<file path="config.mk">
export PLATFORM = sky130hd
export DESIGN_NAME = arcade_bus_decoder_ppi
export DESIGN_NICKNAME = d
export VERILOG_FILES = /design/src/rtl/arcbus_pkg.sv /design/src/rtl/arcbus_decode.sv /design/src/rtl/arcade_bus_decoder_ppi.sv
export SDC_FILE = /design/constraint.sdc
export NUM_CORES = 1
export LEC_CHECK = 0
export ABC_CLOCK_PERIOD_IN_PS = 3100
export BUFFER_PORTS_ARGS = -buffer_cell sky130_fd_sc_hd__buf_2
export CORE_ASPECT_RATIO = 1.25
export CORE_MARGIN = 4
export CORE_UTILIZATION = 52
export DETAILED_ROUTE_END_ITERATION = 6
export GPL_TIMING_DRIVEN = 0
export PLACE_DENSITY = 0.88
export SLEW_MARGIN = 10
export SYNTH_ARGS = -nofsm -noshare
export SYNTH_HDL_FRONTEND = slang
export SYNTH_SLANG_ARGS = --single-unit
</file>
<file path="constraint.sdc">
create_clock -name clk -period 3.1 [get_ports clk]
set_clock_uncertainty 0.15 [all_clocks]
set_input_delay 0.465 -clock clk [delete_from_list [all_inputs] [get_ports clk]]
set_output_delay 0.465 -clock clk [all_outputs]
set_load 0.01 [all_outputs]
</file>
<file path="src/rtl/arcbus_pkg.sv">
// arcbus_pkg: shared types and constants for the arcade bus decoder
// holds access codes, region codes, port numbers, item/result/state structs
// no dependencies
`default_nettype none

package arcbus_pkg;

  // bus access kinds carried in s_tuser
  typedef enum logic [2:0] {
    FUNC_MAIN_RD  = 3'd0,
    FUNC_MAIN_WR  = 3'd1,
    FUNC_MAIN_FE  = 3'd2,
    FUNC_IO_IN    = 3'd3,
    FUNC_IO_OUT   = 3'd4,
    FUNC_SND_RD   = 3'd5,
    FUNC_SND_WR   = 3'd6
  } func_t;

  // memory regions carried in m_tuser
  typedef enum logic [3:0] {
    REG_NONE        = 4'd0,
    REG_OPCODE_ROM  = 4'd1,
    REG_DATA_ROM    = 4'd2,
    REG_RAM         = 4'd3,
    REG_SPRITE      = 4'd4,
    REG_PALETTE     = 4'd5,
    REG_VIDEO       = 4'd6,
    REG_MIX_COLL    = 4'd7,
    REG_MIX_SUM     = 4'd8,
    REG_SPR_COLL    = 4'd9,
    REG_SPR_SUM     = 4'd10,
    REG_SND_ROM     = 4'd11,
    REG_SND_RAM     = 4'd12,
    REG_SND_CHIP_A  = 4'd13,
    REG_SND_CHIP_B  = 4'd14
  } region_t;

  // i/o port numbers (low five address bits)
  localparam logic [4:0] PORT_PLAYER_ONE = 5'h00;
  localparam logic [4:0] PORT_PLAYER_TWO = 5'h04;
  localparam logic [4:0] PORT_SYSTEM     = 5'h08;
  localparam logic [4:0] PORT_DSW_A_LO   = 5'h0C;
  localparam logic [4:0] PORT_DSW_B_LO   = 5'h0D;
  localparam logic [4:0] PORT_DSW_A_HI   = 5'h0E;
  localparam logic [4:0] PORT_DSW_B_HI   = 5'h0F;
  localparam logic [4:0] PORT_DSW_B_X0   = 5'h10;
  localparam logic [4:0] PORT_DSW_B_X1   = 5'h11;
  localparam logic [4:0] PORT_DSW_B_X2   = 5'h12;
  localparam logic [4:0] PORT_DSW_B_X3   = 5'h13;
  localparam logic [4:0] PORT_SOUND_CMD  = 5'h14;
  localparam logic [4:0] PORT_MODE       = 5'h15;
  localparam logic [4:0] PORT_C          = 5'h16;
  localparam logic [4:0] PORT_CONTROL    = 5'h17;

  // configuration register indexes (paddr bit 2)
  localparam logic CFG_DSW_A = 1'b0;
  localparam logic CFG_DSW_B = 1'b1;

  // misc constants
  localparam logic [7:0] UNMAPPED_BYTE  = 8'hFF;
  localparam logic [7:0] MERGE_BASE     = 8'h7E;
  localparam logic [2:0] SND_LATCH_SEL  = 3'b111;
  localparam logic [2:0] SND_CHIP_A_SEL = 3'b101;
  localparam logic [2:0] SND_CHIP_B_SEL = 3'b110;
  localparam int         PORTC_ACK_BIT  = 6;

  // one bus access
  typedef struct packed {
    func_t       func;
    logic [15:0] addr;
    logic [7:0]  wdata;
    logic [7:0]  player_one;
    logic [7:0]  player_two;
    logic [7:0]  system_buttons;
    logic        mix_flag;
    logic        sprite_flag;
  } item_t;

  // decode answer for one access
  typedef struct packed {
    region_t     region;
    logic [16:0] offset;
    logic        write_strobe;
    logic [7:0]  wr_byte;
    logic        direct_valid;
    logic [7:0]  direct_data;
    logic [7:0]  merge_mask;
    logic        sound_nmi;
    logic        flip_screen;
  } result_t;

  // latches of the parallel port chip
  typedef struct packed {
    logic [1:0] rom_bank;
    logic [7:0] disp_mode;
    logic [7:0] port_c;
    logic [7:0] video_bank;
    logic [7:0] sound_command;
  } ppi_state_t;

endpackage

`default_nettype wire

</file>
<file path="src/rtl/arcbus_decode.sv">
// arcbus_decode: combinational address decode and port latch update
// maps one access plus current latches to a result and the next latches
// depends on arcbus_pkg
`default_nettype none

module arcbus_decode import arcbus_pkg::*; #(
  parameter int VIDEO_RAM_BYTES = 16384
) (
  input  item_t      item,
  input  ppi_state_t state,
  input  logic [7:0] dip_switch_a,
  input  logic [7:0] dip_switch_b,
  output result_t    res,
  output ppi_state_t state_next
);

  localparam logic [13:0] VID_MASK = 14'(VIDEO_RAM_BYTES - 1);

  logic [15:0] a;
  logic [7:0]  v;
  logic [16:0] banked_off;
  logic [13:0] vid_off;
  logic [7:0]  pc_upd;
  result_t     rd;

  assign a          = item.addr;
  assign v          = item.wdata;
  assign banked_off = {1'b1, state.rom_bank, a[13:0]};
  assign vid_off    = {state.video_bank[2:1], a[11:0]} & VID_MASK;

  // port c with one bit set or cleared by the control command
  always_comb begin
    pc_upd = state.port_c;
    pc_upd[v[3:1]] = v[0];
  end

  // main processor read map, also used by fetches above rom
  always_comb begin
    rd = '0;
    priority if (a < 16'h8000) begin
      rd.region = REG_DATA_ROM;
      rd.offset = {1'b0, a};
    end else if (a < 16'hC000) begin
      rd.region = REG_DATA_ROM;
      rd.offset = banked_off;
    end else if (a < 16'hD000) begin
      rd.region = REG_RAM;
      rd.offset = {5'b0, a[11:0]};
    end else if (a < 16'hD800) begin
      rd.region = REG_SPRITE;
      rd.offset = {6'b0, a[10:0]};
    end else if (a < 16'hE000) begin
      rd.region = REG_PALETTE;
      rd.offset = {6'b0, a[10:0]};
    end else if (a < 16'hF000) begin
      rd.region = REG_VIDEO;
      rd.offset = {3'b0, vid_off};
    end else if (a < 16'hF400) begin
      rd.region     = REG_MIX_COLL;
      rd.offset     = {11'b0, a[5:0]};
      rd.merge_mask = MERGE_BASE | {item.mix_flag, 7'b0};
    end else if (a < 16'hF800) begin
      rd.direct_valid = 1'b1;
      rd.direct_data  = UNMAPPED_BYTE;
    end else if (a < 16'hFC00) begin
      rd.region     = REG_SPR_COLL;
      rd.offset     = {7'b0, a[9:0]};
      rd.merge_mask = MERGE_BASE | {item.sprite_flag, 7'b0};
    end else begin
      rd.direct_valid = 1'b1;
      rd.direct_data  = UNMAPPED_BYTE;
    end
  end

  // per access kind decode and latch update
  always_comb begin
    res        = '0;
    state_next = state;
    unique case (item.func)
      FUNC_MAIN_RD: begin
        res = rd;
      end
      FUNC_MAIN_WR: begin
        if (a >= 16'hC000) begin
          res.write_strobe = 1'b1;
          priority if (a < 16'hD000) begin
            res.region  = REG_RAM;
            res.offset  = {5'b0, a[11:0]};
            res.wr_byte = v;
          end else if (a < 16'hD800) begin
            res.region  = REG_SPRITE;
            res.offset  = {6'b0, a[10:0]};
            res.wr_byte = v;
          end else if (a < 16'hE000) begin
            res.region  = REG_PALETTE;
            res.offset  = {6'b0, a[10:0]};
            res.wr_byte = v;
          end else if (a < 16'hF000) begin
            res.region  = REG_VIDEO;
            res.offset  = {3'b0, vid_off};
            res.wr_byte = v;
          end else if (a < 16'hF400) begin
            res.region = REG_MIX_COLL;
            res.offset = {11'b0, a[5:0]};
          end else if (a < 16'hF800) begin
            res.region = REG_MIX_SUM;
          end else if (a < 16'hFC00) begin
            res.region = REG_SPR_COLL;
            res.offset = {7'b0, a[9:0]};
          end else begin
            res.region = REG_SPR_SUM;
          end
        end
      end
      FUNC_MAIN_FE: begin
        priority if (a < 16'h8000) begin
          res.region = REG_OPCODE_ROM;
          res.offset = {1'b0, a};
        end else if (a < 16'hC000) begin
          res.region = REG_OPCODE_ROM;
          res.offset = banked_off;
        end else begin
          res = rd;
        end
      end
      FUNC_IO_IN: begin
        res.direct_valid = 1'b1;
        unique case (a[4:0])
          PORT_PLAYER_ONE: res.direct_data = ~item.player_one;
          PORT_PLAYER_TWO: res.direct_data = ~item.player_two;
          PORT_SYSTEM:     res.direct_data = ~item.system_buttons;
          PORT_DSW_A_LO, PORT_DSW_A_HI: res.direct_data = dip_switch_a;
          PORT_DSW_B_LO, PORT_DSW_B_HI, PORT_DSW_B_X0, PORT_DSW_B_X1,
          PORT_DSW_B_X2, PORT_DSW_B_X3: res.direct_data = dip_switch_b;
          PORT_SOUND_CMD:  res.direct_data = state.sound_command;
          PORT_MODE:       res.direct_data = state.disp_mode;
          PORT_C:          res.direct_data = state.port_c;
          default:         res.direct_data = UNMAPPED_BYTE;
        endcase
      end
      FUNC_IO_OUT: begin
        unique case (a[4:0])
          PORT_SOUND_CMD: begin
            state_next.sound_command = v;
            res.sound_nmi            = 1'b1;
          end
          PORT_MODE: begin
            state_next.rom_bank  = v[3:2];
            state_next.disp_mode = v;
          end
          PORT_C: begin
            state_next.port_c     = v;
            state_next.video_bank = v;
          end
          PORT_CONTROL: begin
            // bit 7 set is a mode set, which is ignored
            if (!v[7]) begin
              state_next.port_c     = pc_upd;
              state_next.video_bank = pc_upd;
            end
          end
          default: ;
        endcase
      end
      FUNC_SND_RD: begin
        priority if (a < 16'h8000) begin
          res.region = REG_SND_ROM;
          res.offset = {1'b0, a};
        end else if (a < 16'h8800) begin
          res.region = REG_SND_RAM;
          res.offset = {6'b0, a[10:0]};
        end else if (a[15:13] == SND_LATCH_SEL) begin
          // latch read acknowledges on port c only
          state_next.port_c[PORTC_ACK_BIT] = 1'b1;
          res.direct_valid = 1'b1;
          res.direct_data  = state.sound_command;
        end else begin
          res.direct_valid = 1'b1;
          res.direct_data  = UNMAPPED_BYTE;
        end
      end
      FUNC_SND_WR: begin
        priority if (a >= 16'h8000 && a < 16'h8800) begin
          res.region       = REG_SND_RAM;
          res.offset       = {6'b0, a[10:0]};
          res.write_strobe = 1'b1;
          res.wr_byte      = v;
        end else if (a[15:13] == SND_CHIP_A_SEL) begin
          res.region       = REG_SND_CHIP_A;
          res.write_strobe = 1'b1;
          res.wr_byte      = v;
        end else if (a[15:13] == SND_CHIP_B_SEL) begin
          res.region       = REG_SND_CHIP_B;
          res.write_strobe = 1'b1;
          res.wr_byte      = v;
        end else begin
          res = '0;
        end
      end
      default: ;
    endcase
    // flip follows the mode register after this access
    res.flip_screen = state_next.disp_mode[7];
  end

endmodule

`default_nettype wire

</file>
<file path="src/rtl/arcade_bus_decoder_ppi.sv">
// Bus decoder with parallel-port latches for a two-processor arcade board.
// Each accepted access (kind on s_tuser, address, write byte, controls and
// collision flags on s_tdata) gives one result: region on m_tuser, offset,
// write strobe and byte, direct read data, collision merge mask, sound NMI
// pulse and flip bit on m_tdata. The path is an input register, one level of
// decode logic and a result register; one access is taken every cycle as long
// as results are taken on m_tready. The latches (ROM bank, video mode, port C,
// video bank, sound command) change as an access passes the decode stage, so
// each access sees the effect of all earlier ones. An access is still taken
// while a finished result waits on m_tready; the input stalls only when both
// stages are full. DIP switch banks A and B sit at APB byte addresses 0x0 and
// 0x4 and reset to 0xFF.
// depends on arcbus_pkg and arcbus_decode
`default_nettype none

module arcade_bus_decoder_ppi import arcbus_pkg::*; #(
  parameter int VIDEO_RAM_BYTES = 16384
) (
  input  logic        clk,
  input  logic        rst,
  // access stream
  input  logic        s_tvalid,
  output logic        s_tready,
  // addr[15:0], wdata[23:16], player_one[31:24], player_two[39:32],
  // system_buttons[47:40], mix_flag[48], sprite_flag[49], zero[55:50]
  input  logic [55:0] s_tdata,
  // func[2:0]
  input  logic [2:0]  s_tuser,
  // result stream
  output logic        m_tvalid,
  input  logic        m_tready,
  // offset[16:0], write_strobe[17], wr_byte[25:18], direct_valid[26],
  // direct_data[34:27], merge_mask[42:35], sound_nmi[43], flip_screen[44],
  // zero[47:45]
  output logic [47:0] m_tdata,
  // region[3:0]
  output logic [3:0]  m_tuser,
  // configuration port
  input  logic        psel,
  input  logic        penable,
  input  logic        pwrite,
  input  logic [2:0]  paddr,
  input  logic [31:0] pwdata,
  output logic [31:0] prdata,
  output logic        pready
);

  logic [7:0] dip_switch_a;
  logic [7:0] dip_switch_b;
  logic       cfg_wr;

  ppi_state_t state;
  ppi_state_t state_next;

  logic    in_valid;
  item_t   in_item;
  logic    adv;
  logic    s_fire;
  result_t res_next;
  result_t res;

  // configuration registers
  assign pready = 1'b1;
  assign cfg_wr = psel && penable && pwrite && pready;
  assign prdata = {24'b0, (paddr[2] == CFG_DSW_B) ? dip_switch_b : dip_switch_a};

  always_ff @(posedge clk) begin
    if (rst) begin
      dip_switch_a <= UNMAPPED_BYTE;
      dip_switch_b <= UNMAPPED_BYTE;
    end else if (cfg_wr) begin
      if (paddr[2] == CFG_DSW_A) dip_switch_a <= pwdata[7:0];
      else                       dip_switch_b <= pwdata[7:0];
    end
  end

  // pipeline handshake
  assign adv      = in_valid && (!m_tvalid || m_tready);
  assign s_tready = !in_valid || adv;
  assign s_fire   = s_tvalid && s_tready;

  // input register
  always_ff @(posedge clk) begin
    if (rst) begin
      in_valid <= 1'b0;
    end else if (s_fire) begin
      in_valid <= 1'b1;
    end else if (adv) begin
      in_valid <= 1'b0;
    end
  end

  always_ff @(posedge clk) begin
    if (s_fire) begin
      in_item.func           <= func_t'(s_tuser);
      in_item.addr           <= s_tdata[15:0];
      in_item.wdata          <= s_tdata[23:16];
      in_item.player_one     <= s_tdata[31:24];
      in_item.player_two     <= s_tdata[39:32];
      in_item.system_buttons <= s_tdata[47:40];
      in_item.mix_flag       <= s_tdata[48];
      in_item.sprite_flag    <= s_tdata[49];
    end
  end

  // decode stage
  arcbus_decode #(
    .VIDEO_RAM_BYTES(VIDEO_RAM_BYTES)
  ) u_decode (
    .item        (in_item),
    .state       (state),
    .dip_switch_a(dip_switch_a),
    .dip_switch_b(dip_switch_b),
    .res         (res_next),
    .state_next  (state_next)
  );

  // port latches move with the access that passes decode
  always_ff @(posedge clk) begin
    if (rst) begin
      state <= '0;
    end else if (adv) begin
      state <= state_next;
    end
  end

  // result register
  always_ff @(posedge clk) begin
    if (rst) begin
      m_tvalid <= 1'b0;
    end else if (adv) begin
      m_tvalid <= 1'b1;
    end else if (m_tready) begin
      m_tvalid <= 1'b0;
    end
  end

  always_ff @(posedge clk) begin
    if (adv) begin
      res <= res_next;
    end
  end

  assign m_tuser = res.region;
  assign m_tdata = {3'b0, res.flip_screen, res.sound_nmi, res.merge_mask,
                    res.direct_data, res.direct_valid, res.wr_byte,
                    res.write_strobe, res.offset};

  // a held access moves to an empty result stage in the next cycle
  a_drain: assert property (@(posedge clk) disable iff (rst)
    in_valid && !m_tvalid |=> m_tvalid)
    else $error("decoded access did not reach the result stage");

  // a strobe always names a region
  a_strobe_region: assert property (@(posedge clk) disable iff (rst)
    m_tvalid && res.write_strobe |-> res.region != REG_NONE)
    else $error("write strobe without a region");

  // direct data never comes with a memory region or merge mask
  a_direct_excl: assert property (@(posedge clk) disable iff (rst)
    m_tvalid && res.direct_valid |-> res.region == REG_NONE && res.merge_mask == 8'h00)
    else $error("direct data mixed with a memory answer");

  // a sound nmi leaves the written byte in the command latch
  a_nmi_latch: assert property (@(posedge clk) disable iff (rst)
    adv && res_next.sound_nmi |=> state.sound_command == $past(in_item.wdata))
    else $error("sound command latch not updated with nmi");

endmodule

`default_nettype wire

</file>
==> flow_metrics.py <==
metrics = {
    "clocking": {
        "clock-sinks": 138,
        "tritoncts": "built",
        "postCtsSetupRepairBufs": 0,
        "cts_hold_repair.buffers": 0,
        "cts_root_buffer": "clkbuf_16",
        "clock_latency_ns": 0.42,
        "cts_resized": 0,
        "clk_path_buf_depth": 2,
        "cts_made_buffers": 17,
        "htreeDepth": 4,
        "clk_pin_slew_worst_paths_ns": 0.06,
    },
    "place": {
        "placed_cell_area_mm2": 0.00783,
        "place_hpwl_um": 12700,
        "place_congestion": 0.948,
        "port_buffers": 125,
        "dp_cells": 944,
    },
    "worst_setup_path": {
        "cp_max_fo": 10,
        "arrival_ns": 2.61,
        "crit_path_end_kind": "flip-flop",
        "max_stage_delay_ns": 0.72,
        "crit_slowest_cell": "a2111oi_0",
        "r2r-end": "m_tdata[34]",
        "worstPathCellList": "buf_6 -> or3_1 -> a2111oi_0 -> o21ai_0 -> o211ai_1",
        "criticalPathCategory": "reg2reg",
        "timing.rr.start": "in_item[34]",
        "crit_required_ns": 3.21,
        "worst-r2r-setup-slack_ns": 0.60,
        "ff2ff_path_depth": 5,
        "start_kind": "flip-flop",
    },
    "final_layout": {
        "nets": 900,
        "fin_area_mm2": 0.00845,
        "area_growth_pct": 23.4,
        "diodes": 0,
        "drive_gt1_share_pct": 30.1,
        "instances_no_fill": 976,
    },
    "global_routing": {
        "gr-total-overflow": 0,
        "antenna_found_initial": 0,
        "grt_pass1_vias": 5306,
        "grt_max_degree": 38,
        "track_usage_pct": 23.3,
        "grt_pass1_wl_um": 27500,
    },
    "synth": {
        "netlist_top_cells_area": "edfxtp_1 (42%), dfxtp_1 (12%), buf_4 (4.3%)",
        "yosys.area.top_type": "edfxtp_1",
        "async_reset_ff_share_pct": 0,
        "yosysWarnings": 0,
        "ys.flop_type": "edfxtp_1",
        "yosysMostFrequentCell": "edfxtp_1",
        "syn-cell-area_mm2": 0.00685,
        "synth_cell_types": 71,
        "ys_seq_area_share_pct": 54.4,
        "synth_seq_cells": 138,
        "avgSynthCellArea_um2": 11.0,
        "netlist_top_cells_count": "edfxtp_1 (96), dfxtp_1 (42), buf_4 (39)",
        "synth_top_area_share_pct": 42.1,
        "synth_edf_count": 96,
        "synth_cells": 622,
    },
    "floorplanning": {
        "coreArea_mm2": 0.0128,
        "num_rows": 46,
        "start_util_pct": 53.6,
        "die_h_um": 136,
        "die_x_um": 111,
        "dieArea_mm2": 0.0151,
        "io_pins": 188,
    },
    "timing": {
        "hold-worst-slack_ns": 0.0608,
        "slew_viol_final": 0,
        "rsz0062_at_grt": "false",
        "fin_crit_ns": 2.50,
        "finalSetupViolations": 0,
        "hold_viol_final": 0,
        "period_share_pct": 80.8,
        "worst_slew_pin_slew_ns": 0.785,
        "slew_headroom_pct": 46.3,
        "tns_ns": 0,
        "fmax_mhz": 399,
    },
    "route": {
        "ant_nets": 0,
        "routed_wl_um": 17500,
        "wl_per_cell_um": 18.0,
        "drc": 0,
        "vias": 5688,
        "drt_iter0_drc": 647,
        "via_per_inst": 5.83,
        "dr.pass1.iters": 6,
    },
    "power_and_ir_drop": {
        "irDropWorstVdd_mv": 0.321,
        "p_leak_nw": 3.42,
        "p_total_mw": 4.68,
        "power.density_mw_per_mm2": 554,
    },
    "worst_hold_path": {
        "min_to": "in_item[6]",
        "min_path_cells": 1,
        "min-delay-start": "s_tdata[44]",
        "holdCritPathClass": "in2reg",
    },
    "job": {
        "drv_cap": 0,
    },
    "status": {
        "status": "finished, final reports clean",
    },
}
==> sequential cells by signal (all words and copies together) (netlist names) <==
| signal | count |
|---|---|
| state | 24 |
| m_tvalid | 1 |
| in_item | 53 |
| in_valid | 1 |
| m_tdata | 39 |
| dip_switch_a | 8 |
| dip_switch_b | 8 |
| m_tuser | 4 |
==> layer usage <==
metal  global-route usage, %  wire length [µm]
met3                    5.34              1440
met5                       0                 0
met4                    12.1               680
met1                    26.9              6500
met2                    40.6              8930
==> worst max-delay path: cells and delay by family (launching register included) <==
family                 cells  cell delay (ns)
DFF                        1             0.51
buffers and inverters      1             0.21
and+or+nand+nor            1             0.39
AOI/OAI and AO/OA          3             1.07
==> worst max path at each step <==
stage	start	end	slack, ns
floorplan	m_tready	in_item[0]	0.60
global placement	m_tready	in_item[22]	0.07
detailed placement	in_item[50]	m_tdata[6]	0.72
CTS	in_item[50]	m_tdata[19]	0.70
global route	in_item[51]	m_tdata[3]	0.49
finish	in_item[34]	m_tdata[34]	0.60
==> cells in the final DEF (no fill, tap or decap), types with 10 or more instances in the layout <==
master / instances
buf_2: 138
edfxtp_1: 96
dfxtp_1: 42
buf_4: 39
o21ai_0: 36
nand2_1: 35
a21oi_1: 30
nand3_1: 29
conb_1: 29
nor2_1: 27
clkbuf_1: 22
and2_1: 22
clkbuf_16: 20
mux2_2: 18
nor2b_1: 17
inv_1: 17
a211o_1: 14
mux2i_1: 13
nand3b_1: 11
nor3_1: 10
==> where the power goes <==
group / leakage (nW) / internal, mW / switching (mW) / total [mW]
sequential: 1.25 / 2.07 / 0.0432 / 2.11
combinational: 1.85 / 0.200 / 0.282 / 0.482
clock: 0.313 / 1.35 / 0.745 / 2.09
==> logic make-up after synthesis <==
logic type	Yosys count	share of synthesized area [%]
and+or+nand+nor	188	15.2
xor gates and xnor gates	2	0.256
AOI/OAI and AO/OA	165	16.8
other	2	0.110
adders and majority gates	4	0.731
DFF	138	54.4
muxes	31	4.86
buffers and inverters	92	7.64
==> final cells by class <==
type / count / area (µm²)
multi-input cells: 419 / 2700
well taps: 168 / 210
repair buffers: 127 / 666
inverters: 18 / 67.6
clock inverters: 9 / 105
fillers: 1014 / 4320
plain buffers: 74 / 455
clock buffers: 23 / 522
flip-flops and latches: 138 / 3720
==> per-stage QoR <==
| stage | utilization, % | setup slack [ns] |
|---|---|---|
| after floorplan | - | 0.605 |
| after global placement | 60.9 | 0.0738 |
| after detailed placement | 61.3 | 0.722 |
| after CTS | 66.2 | 0.702 |
| after global routing | 66.2 | 0.491 |
| final | 66.2 | 0.596 |
Note: power is estimated with default switching activity, not from simulation.
